`config.mk`:
```
export PLATFORM = sky130hd
export DESIGN_NAME = delta_varlen_sample_packer_core
export DESIGN_NICKNAME = d
export VERILOG_FILES = /design/src/rtl/dvsp_pkg.sv /design/src/rtl/delta_varlen_sample_packer_core.sv
export SDC_FILE = /design/constraint.sdc
export NUM_CORES = 1
export LEC_CHECK = 0
export ABC_AREA = 1
export BUFFER_PORTS_ARGS = -buffer_cell sky130_fd_sc_hd__buf_2
export CAP_MARGIN = 30
export CORE_MARGIN = 2
export CORE_UTILIZATION = 40
export CTS_CLUSTER_DIAMETER = 30
export DETAILED_ROUTE_END_ITERATION = 8
export PLACE_DENSITY = 0.57
export SLEW_MARGIN = 10
export SYNTH_ARGS = -nofsm -noshare
export SYNTH_HDL_FRONTEND = slang
export SYNTH_SLANG_ARGS = --single-unit
```
`constraint.sdc`:
```
create_clock -name clk -period 3.4 [get_ports clk]
set_clock_uncertainty 0.05 [all_clocks]
set_input_delay 0.51 -clock clk [delete_from_list [all_inputs] [get_ports clk]]
set_output_delay 0.51 -clock clk [all_outputs]
set_load 0.02 [all_outputs]
```
`src/rtl/dvsp_pkg.sv`:
```
`default_nettype none

package dvsp_pkg;

  // widths of the sample path and the code path
  localparam int SAMPLE_W = 16;
  localparam int DELTA_W  = 17;
  localparam int CODE_W   = 21;
  localparam int LEN_W    = 5;
  localparam int ACC_W    = 28;
  localparam int CNT_W    = 5;
  localparam int BYTE_W   = 8;

  // code lengths for zero to three extension groups
  localparam logic [LEN_W-1:0] LEN_BASE  = LEN_W'(6);
  localparam logic [LEN_W-1:0] LEN_GROUP = LEN_W'(5);

  // one coded value waiting for the byte packer
  typedef struct packed {
    logic [CODE_W-1:0] bits;
    logic [LEN_W-1:0]  len;
    logic              flush;
  } code_t;

  // variable length code of a 17-bit signed value, right aligned
  function automatic code_t make_code(input logic [DELTA_W-1:0] v, input logic flush);
    code_t       c;
    logic [1:0]  groups;
    logic        sign;
    sign = v[DELTA_W-1];
    // number of 4-bit groups needed above the low 5 bits
    if (v[DELTA_W-1:12] != {5{sign}}) begin
      groups = 2'd3;
    end else if (v[DELTA_W-1:8] != {9{sign}}) begin
      groups = 2'd2;
    end else if (v[DELTA_W-1:4] != {13{sign}}) begin
      groups = 2'd1;
    end else begin
      groups = 2'd0;
    end
    c.bits      = '0;
    c.bits[4:0] = v[4:0];
    for (int k = 0; k < 3; k++) begin
      if (k < int'(groups)) begin
        c.bits[6 + 5*k +: 5] = {1'b1, v[5 + 4*k +: 4]};
      end
    end
    c.len   = LEN_W'(LEN_BASE + LEN_W'(groups) * LEN_GROUP);
    c.flush = flush;
    return c;
  endfunction

endpackage

`default_nettype wire

```
`src/rtl/delta_varlen_sample_packer_core.sv`:
```
`default_nettype none

// Delta coder and byte packer for up to NUM_CHANNELS interleaved sample streams.
// Each input transaction carries a signed sample, its channel and an end flag;
// the first sample of a channel is coded as is, later ones as the 17-bit
// difference from that channel's previous sample, in a 6/11/16/21-bit
// continuation code packed MSB first into bytes. The last byte an input causes
// has tlast set; on end of stream a partial byte is flushed zero padded with
// tuser set, and all channel history is dropped. Previous samples live in a
// one-port synchronous RAM read and written at input accept, so the front end
// takes one transaction per clock while stage b can move on. The byte packer
// sends one byte per clock while the output register is free, and loads the
// next code in the same clock as the final byte of the current one. From input
// accept to the first byte, a sample passes the stage b and stage c registers,
// the packer accumulator and the output register.
module delta_varlen_sample_packer_core
  import dvsp_pkg::*;
#(
  parameter int NUM_CHANNELS = 6
) (
  input  wire logic        clk,
  input  wire logic        rst,
  input  wire logic        s_axis_tvalid,
  output logic             s_axis_tready,
  input  wire logic [23:0] s_axis_tdata,   // sample[15:0], channel[18:16], zero fill
  input  wire logic        s_axis_tlast,   // end_of_stream
  output logic             m_axis_tvalid,
  input  wire logic        m_axis_tready,
  output logic [7:0]       m_axis_tdata,   // out_byte[7:0]
  output logic             m_axis_tlast,   // last_of_run
  output logic             m_axis_tuser    // padded_final
);

  localparam int CH_W = (NUM_CHANNELS > 1) ? $clog2(NUM_CHANNELS) : 1;

  // input fields
  logic [SAMPLE_W-1:0] in_sample;
  logic [2:0]          in_channel;
  logic [CH_W-1:0]     in_addr;
  logic                in_range;
  logic                in_accept;

  assign in_sample  = s_axis_tdata[15:0];
  assign in_channel = s_axis_tdata[18:16];
  assign in_addr    = CH_W'(in_channel);
  assign in_range   = 7'(in_channel) < 7'(NUM_CHANNELS);
  assign in_accept  = s_axis_tvalid && s_axis_tready;

  // previous sample ram and per-channel seen bits
  logic [SAMPLE_W-1:0]     prev_mem [NUM_CHANNELS];
  logic [NUM_CHANNELS-1:0] seen;

  // stage b: ram read data and the registered input
  logic                b_valid;
  logic [SAMPLE_W-1:0] b_sample;
  logic [SAMPLE_W-1:0] b_prev;
  logic                b_use_delta;
  logic                b_end;

  // stage c: coded value
  logic  c_valid;
  code_t c_code;

  // packer state
  logic [ACC_W-1:0] acc;
  logic [CNT_W-1:0] total;
  logic             flush;

  logic b_move;
  logic load;

  assign s_axis_tready = !b_valid || b_move;

  // ram: read old value and, for an in-range channel, write the new sample in the accept cycle
  always_ff @(posedge clk) begin
    if (in_accept) begin
      b_prev <= prev_mem[in_addr];
      if (in_range) begin
        prev_mem[in_addr] <= in_sample;
      end
    end
  end

  // seen bits, cleared on reset and on end of stream
  always_ff @(posedge clk) begin
    if (rst) begin
      seen <= '0;
    end else if (in_accept) begin
      if (s_axis_tlast) begin
        seen <= '0;
      end else if (in_range) begin
        seen[in_addr] <= 1'b1;
      end
    end
  end

  // stage b registers
  always_ff @(posedge clk) begin
    if (rst) begin
      b_valid <= 1'b0;
    end else if (in_accept) begin
      b_valid <= 1'b1;
    end else if (b_move) begin
      b_valid <= 1'b0;
    end
  end

  always_ff @(posedge clk) begin
    if (in_accept) begin
      b_sample    <= in_sample;
      b_use_delta <= in_range && seen[in_addr];
      b_end       <= s_axis_tlast;
    end
  end

  // difference or plain sample, then the code
  logic [DELTA_W-1:0] b_value;
  code_t              b_code;

  always_comb begin
    if (b_use_delta) begin
      b_value = {b_sample[SAMPLE_W-1], b_sample} - {b_prev[SAMPLE_W-1], b_prev};
    end else begin
      b_value = {b_sample[SAMPLE_W-1], b_sample};
    end
    b_code = make_code(b_value, b_end);
  end

  assign b_move = b_valid && (!c_valid || load);

  // stage c registers
  always_ff @(posedge clk) begin
    if (rst) begin
      c_valid <= 1'b0;
    end else if (b_move) begin
      c_valid <= 1'b1;
    end else if (load) begin
      c_valid <= 1'b0;
    end
  end

  always_ff @(posedge clk) begin
    if (b_move) begin
      c_code <= b_code;
    end
  end

  // byte packer: one byte out per cycle while the output is free, next code loaded behind the last byte
  logic             out_free;
  logic             full;
  logic             pad;
  logic             emit;
  logic [CNT_W-1:0] rem;
  logic [BYTE_W-1:0] byte_out;
  logic             byte_last;
  logic [CNT_W-1:0] total_post;
  logic             flush_post;
  logic [ACC_W-1:0] acc_next;
  logic [CNT_W-1:0] total_next;
  logic             flush_next;

  always_comb begin
    out_free = !m_axis_tvalid || m_axis_tready;
    full     = total >= CNT_W'(BYTE_W);
    pad      = !full && flush && (total != '0);
    emit     = out_free && (full || pad);
    rem      = total - CNT_W'(BYTE_W);
    if (full) begin
      byte_out  = BYTE_W'(acc >> rem);
      byte_last = (rem < CNT_W'(BYTE_W)) && !(flush && (rem != '0));
    end else begin
      byte_out  = BYTE_W'(acc[BYTE_W-1:0] << (CNT_W'(BYTE_W) - total));
      byte_last = 1'b1;
    end
    if (emit) begin
      total_post = full ? rem : '0;
    end else begin
      total_post = total;
    end
    flush_post = flush && (total_post != '0);
    load       = c_valid && (total_post < CNT_W'(BYTE_W)) && !flush_post;
    if (load) begin
      acc_next   = (acc << c_code.len) | ACC_W'(c_code.bits);
      total_next = total_post + CNT_W'(c_code.len);
      flush_next = c_code.flush;
    end else begin
      acc_next   = acc;
      total_next = total_post;
      flush_next = flush_post;
    end
  end

  always_ff @(posedge clk) begin
    if (rst) begin
      total <= '0;
      flush <= 1'b0;
    end else begin
      total <= total_next;
      flush <= flush_next;
    end
  end

  always_ff @(posedge clk) begin
    acc <= acc_next;
  end

  // output register
  always_ff @(posedge clk) begin
    if (rst) begin
      m_axis_tvalid <= 1'b0;
    end else if (emit) begin
      m_axis_tvalid <= 1'b1;
    end else if (m_axis_tready) begin
      m_axis_tvalid <= 1'b0;
    end
  end

  always_ff @(posedge clk) begin
    if (emit) begin
      m_axis_tdata <= byte_out;
      m_axis_tlast <= byte_last;
      m_axis_tuser <= pad;
    end
  end

  // checks
  a_pad_is_last: assert property (@(posedge clk) disable iff (rst)
    (m_axis_tvalid && m_axis_tuser) |-> m_axis_tlast)
    else $error("padded byte without last flag");

  a_total_bound: assert property (@(posedge clk) disable iff (rst)
    total <= CNT_W'(ACC_W))
    else $error("packer bit count overflow");

  a_stall_has_reason: assert property (@(posedge clk) disable iff (rst)
    (b_valid && !s_axis_tready) |-> c_valid)
    else $error("input stalled with empty code stage");

  a_load_clears_flush: assert property (@(posedge clk) disable iff (rst)
    load |-> !flush_post)
    else $error("code loaded while flush pending");

endmodule

`default_nettype wire
```
# After elaboration in Yosys (flattened, before gate mapping)
# Memories as Yosys holds them, arrays and structs flattened. A register that Yosys moved wholly into a read port is not among the register bits.
# Index checks and enable logic that the tools add are counted.
# word_totals
reg_bits,97
out_inout_bits,12
in_bits,29
mem_count,1
word_cells,100
ramBits,96
# op_classes
n_eq_ne,3
n_shift,3
n_bitwise,2
multipliers,1
add_sub_neg,5
reduce_logical,30
magnitude_cmp,9
muxes,27
# mem_list
name,words,word_bits,read_ports,rd_ports_with_merged_regs,write_ports,line,rtl
prev_mem,6,16,1,1,1,delta_varlen_sample_packer_core.sv:50,logic [SAMPLE_W-1:0] prev_mem [NUM_CHANNELS];
# op_table
operator,count
5-bit two-way mux,6
28-bit by 21-bit OR with 28-bit output,1
28-bit by 5-bit << shifter with 28-bit output,1
28-bit by 5-bit >> shifter with 8-bit output,1
17-bit two-way mux,1
16-bit by 16-bit subtractor with 17-bit output,1
5-bit nonzero test,3
1-bit two-way mux,13
1-bit logical AND,12
6-bit two-way mux,2
12-bit != test,1
5-bit by 4-bit less-than comparator with 1-bit output (second input constant),2
8-bit two-way mux,1
8-bit != test,1
2-bit nonzero test,4
8-bit by 5-bit << shifter with 8-bit output,1
1-bit logical NOT,6
6-bit OR,1
3-bit by 5-bit adder with 5-bit output (first input constant),1
5-bit adder,1
5-bit by 4-bit greater-or-equal comparator with 1-bit output (second input constant),1
2-bit by 3-bit multiplier with 5-bit output (second input constant),1
4-bit by 5-bit subtractor with 5-bit output (first input constant),1
5-bit by 4-bit subtractor with 5-bit output (second input constant),1
other kinds (11),16

# Longest topological paths before layout
# logic_depth
depth_word,17
depth_mapped,20
depth_no_buf,20

# Worst setup path after synthesis
# No wires, ideal clock.
# synth_timing
path_type,register to register
from,reg total[1]
to,reg c_code[0] (netlist bit) (enable)
slack_ns,-0.298
period_less_slack_ns,3.698
stages_incl_launch_ff,14
t_required_ns,2.932
arrival_time_ns,3.231
path_buffers,2
setup_time_ns,0.418
cell_sequence,dfxtp_1 -> clkbuf_1 -> clkinv_1 -> clkbuf_1 -> ha_1 -> nand2_1 -> inv_2 -> nand2_1 -> nand2_2 -> nand3_1 -> nand2_2 -> nor2_2 -> o211ai_4 -> a21oi_1
# synth_between
elab_chain_cells,13
elab_cells_between_ends,18
classes_between,1 x add/sub; 2 x order compare; 2 x mux; 13 x reduce/logical
# synth_rtl
element,line,rtl
"start, declared",delta_varlen_sample_packer_core.sv:66,logic [CNT_W-1:0] total;
"start signal, assigned",delta_varlen_sample_packer_core.sv:198,total <= total_next;
5-bit by 4-bit greater-or-equal comparator with 1-bit output,delta_varlen_sample_packer_core.sv:164,full = total >= CNT_W'(BYTE_W);
1-bit logical NOT,delta_varlen_sample_packer_core.sv:165,pad = !full && flush && (total != '0);
1-bit logical AND (2 in series),delta_varlen_sample_packer_core.sv:165,
1-bit logical OR,delta_varlen_sample_packer_core.sv:166,emit = out_free && (full || pad);
1-bit logical AND,delta_varlen_sample_packer_core.sv:166,
5-bit two-way mux *,delta_varlen_sample_packer_core.sv:175,if (emit) begin
branches (longest 3 deep; another with 5-bit by 4-bit less-than comparator with 1-bit output),-,
1-bit logical AND *,delta_varlen_sample_packer_core.sv:181,load = c_valid && (total_post < CNT_W'(BYTE_W)) && !flush_post;
1-bit logical OR *,delta_varlen_sample_packer_core.sv:129,assign b_move = b_valid && (!c_valid || load);
1-bit logical AND *,delta_varlen_sample_packer_core.sv:129,
via b_move,delta_varlen_sample_packer_core.sv:69,logic b_move;
"end signal, assigned",delta_varlen_sample_packer_core.sv:144,c_code <= b_code;
"end, declared",delta_varlen_sample_packer_core.sv:62,code_t c_code;
# Mark *: on every way through the listed nets, which the timed path passes.
# A chain may end at the register's enable or synchronous reset.

# Worst setup path in the final report
# layout_timing
from,reg total[4]
to,out s_axis_tready
# layout_between
elab_chain_cells,14
elab_cells_between_ends,19
classes_between,1 x add/sub; 2 x order compare; 2 x mux; 14 x reduce/logical
# layout_rtl
element,line,rtl
5-bit by 4-bit greater-or-equal comparator with 1-bit output,delta_varlen_sample_packer_core.sv:164,
1-bit logical NOT,delta_varlen_sample_packer_core.sv:165,
1-bit logical AND (2 in series),delta_varlen_sample_packer_core.sv:165,
1-bit logical OR,delta_varlen_sample_packer_core.sv:166,
1-bit logical AND,delta_varlen_sample_packer_core.sv:166,
5-bit two-way mux *,delta_varlen_sample_packer_core.sv:175,
branches (longest 3 deep; another with 5-bit by 4-bit less-than comparator with 1-bit output),-,
1-bit logical AND *,delta_varlen_sample_packer_core.sv:181,
1-bit logical OR *,delta_varlen_sample_packer_core.sv:129,
1-bit logical AND *,delta_varlen_sample_packer_core.sv:129,
1-bit logical OR *,delta_varlen_sample_packer_core.sv:72,assign s_axis_tready = !b_valid || b_move;
"end, declared",delta_varlen_sample_packer_core.sv:24,"output logic s_axis_tready,"
# Mark *: on every way between the ends.

==> metrics.md <==
| Metric | Value |
|---|---|
| Layout Nets | 1461 |
| Iteration-0 DRC Markers | 637 |
| First-pass GRT wire length | 46900 um |
| Compound-Gate Fraction of Synth Area | 15.5% |
| Number of enable flip-flop cells after synthesis | 194 |
| Layout area overhead | 19.0% |
| Post-synthesis cell type count | 46 |
| Sequential-to-total area share from yosys stat | 52.5% |
| Crit start category | flip-flop |
| Core box area | 28700 um^2 |
| Final GP Congestion | 0.899 |
| Crit path DAT | 2590 ps |
| Tightest Pin Transition | 773 ps |
| Mean post-synth cell area | 8.69 um^2 |
| Routed WL per cell | 15.9 um |
| Pleak | 0.00575 uW |
| Max_cap viols | 0 |
| Fillers | 2760 |
| RSZ-0062 raised after global routing | no |
| Top sig layer | met5 |
| Clk pwr share | 41.6% |
| Final setup vio count | 0 |
| Comb pwr share | 25.8% |
| Worst-Skew Late Latency | 540 ps |
| Diode count | 0 |
| Fmax | 317 MHz |
| Slew Limit Fails | 0 |
| DIE WIDTH | 175 um |
| DIE AREA | 30600 um^2 |
| Count of final hold-check violations | 0 |
| Max incr delay on CP | 330 ps |
| Post-synthesis adder-cell area fraction | 3.02% |
| Largest net degree at the start of global routing | 51 |
| Switching Fraction | 33.0% |
| Synth Area in XOR/XNOR | 0.375% |
| Worst hold path type | input pin to flip-flop |
| Ys async rst share | 0% |
| Row cnt | 62 |
| WL met1 | 13100 um |
| Number of setup buffers added after CTS | 0 |
| Most common cell on crit path | nand2_2 |
| Crit path max fanout | 10 |
| Met3 WL post-DR | 1290 um |
| Netlist Area Pre-Place | 11700 um^2 |
| Setup tns final | 0 ps |
| Boundary pin count | 41 |
| Setup Crit Path Kind | flip-flop to primary output |
| Relative slew slack | 48.4% |
| Initial Utilization | 40.7% |
| Layout cells sized above 1 | 12.6% |
| Top post-synthesis cells by area | edfxtp_1 50%, nand2_1 11%, o21ai_0 6.5%, inv_1 5.1%, nor2_1 3.2% |
| Drt first pass iters | 5 |
| Vias in the first global route | 9177 |
| Total gr overflow | 0 |
| Post-DP HPWL | 20800 um |
| Yosys top cell by area | edfxtp_1 |
| CP endpoint kind | primary output |
| Multiplexer share of the synthesized area | 1.63% |
| Largest family of logic cells by synthesized area | simple AND/OR/NAND/NOR gates |
| VDD IR-drop max | 0.434 mV |
| Fin crit share | 92.8% |
| # port buffers | 35 |
| Seq pwr share | 32.7% |
| Gr usage total | 19.2% |
| Highest-delay cell along the critical path | dfxtp_1 |
| Net Count, Synth | 1400 |
| Critical Path, Cell by Cell | inv_1, ha_2, inv_1, a31oi_2, nand2_2, nand2_2, nand2_1, nand2_2, nor2_2, o211ai_4, nand3_4, buf_2 |
| Cts bufs inserted | 45 |
| Die height | 175 um |
| Reg clk slew, reported paths | 50 ps |
| Internal power | 6720 uW |
| Top_reg_cell synth | edfxtp_1 |
| Yosys warns | 0 |
| Clk root buf | clkbuf_16 |
| H-Tree Depth | 2 |
| Yosys top cell area share | 49.9% |
| WP data required | 2840 ps |
| Crit path time final | 3150 ps |
| Antenna viol nets, final | 0 |
| Status | finished, final reports clean |
| P per Cell Area | 722 nW/um^2 |
| Syn Inst Count | 1344 |
| Post-Route WL | 28900 um |
| Simple-gate share of the synthesized area | 19.7% |
| Vias per inst | 5.16 |
| FF-to-FF setup slack | 350 ps |
| CTS max path bufs | 3 |
| # DRC | 0 |
| Met2 routed WL | 13800 um |
| Net switching power | 3310 uW |
| Initial antenna violation count | 1 |
| TritonCTS clock tree | yes |
| Overall Power | 10000 uW |
| Vias | 9425 |
| CTS sink cnt | 209 |
| Flops & latches, synth | 209 |
-- synthesized netlist by cell type (7+ instances only) --
library cell,number
a22oi_1,23
a21oi_1,48
o2111ai_1,19
nor2_1,98
nor3_1,10
clkbuf_1,43
mux2i_1,19
clkinv_1,7
o21ai_0,151
nand2_1,356
edfxtp_1,194
or2_2,8
nand3_1,63
dfxtp_1,15
ha_1,25
o21bai_1,8
inv_1,158
a31oi_1,12
-- layout make-up --
| type | instances | area, um^2 | area share [%] |
|---|---|---|---|
| flip-flops and latches | 209 | 6130 | 44.1 |
| multi-input cells | 913 | 4730 | 34.0 |
| well taps | 384 | 480 | 3.46 |
| clock buffers | 47 | 1130 | 8.16 |
| inverters | 168 | 633 | 4.56 |
| repair buffers | 68 | 435 | 3.13 |
| clock inverters | 36 | 359 | 2.58 |
-- final timing paths --
| path | from | to | cells past startpoint |
|---|---|---|---|
| setup / recovery | total[4] | s_axis_tready | 12 |
| hold / removal | s_axis_tlast | b_end | 1 |
| setup reg to reg | b_sample[0] | c_code[3] | 18 |
| hold reg to reg | b_end | c_code[0] | 0 |
-- critical path, delay by kind of cell (launching register included) --
| family | cells | cell delay, ps |
|---|---|---|
| flip-flops | 1 | 330 |
| AO/OA/AOI/OAI | 2 | 480 |
| adder cells (fa/ha/maj) | 1 | 210 |
| AND/OR/NAND/NOR | 6 | 620 |
| buffers and inverters | 3 | 400 |
-- sequential cells by signal, summed over array words and instances, names as in the netlist, 5 cells and up --
| signal | flops |
|---|---|
| seen | 6 |
| acc | 28 |
| b_prev | 16 |
| b_sample | 16 |
| c_code | 26 |
| prev_mem | 96 |
| total | 5 |
| m_axis_tdata | 8 |
-- stage by stage --
step	cell area (um^2)	instances	hold WS [ps]	setup WS [ps]	util, %
after floorplan	11700	1344	350	119	-
after global placement	12400	1742	355	382	43.2
after detailed placement	12400	1742	357	334	43.2
after CTS	13900	1825	128	107	48.4
after global routing	13900	1825	121	20.2	48.4
final	13900	1825	145	246	48.4
-- logic make-up (layout without fill, tap and decap cells) --
family,count (synthesis),count (layout)
muxes,19,19
and+or+nand+nor,560,560
AOI/OAI and AO/OA,302,302
buffers and inverters,222,319
adders and majority gates,27,27
xor gates and xnor gates,5,5
DFF,209,209
-- power by group through the flow --
stage                     registers [uW]  clock network [uW]  logic (uW)
after floorplan                     3370                   0        1790
after global placement              3320                   0        2530
after detailed placement            3330                   0        2550
after CTS                           3280                4240        2570
after global routing                3310                4360        2930
final                               3280                4170        2590
-- metal layers --
layer  vias up  global-route usage (%)
met4         2                    6.32
met2       216                    32.7
met1      4402                    25.0
met3        58                    3.13
li1       4747                       -
met5         -                       0
-- layout by cell type (no fill, tap or decap), types with 8 or more instances in the layout --
cell type	Yosys	layout
a21oi_1	48	47
a22oi_1	23	23
a31oi_1	12	12
buf_2	4	35
buf_4	0	32
clkbuf_16	0	45
clkinv_1	7	14
clkinv_2	0	10
dfxtp_1	15	14
edfxtp_1	194	194
ha_1	25	24
inv_1	158	158
mux2i_1	19	19
nand2_1	356	356
nand3_1	63	63
nor2_1	98	98
o2111ai_1	19	19
o21ai_0	151	151
o21bai_1	8	8
or2_2	8	8
-- repair_timing --
item,CTS,global route
resized for setup,0,2
endpoints found under the setup margin,0,1
hold buffers,0,0
endpoints found under the hold margin,0,0
No activity file was read; power rests on OpenSTA's default activity.
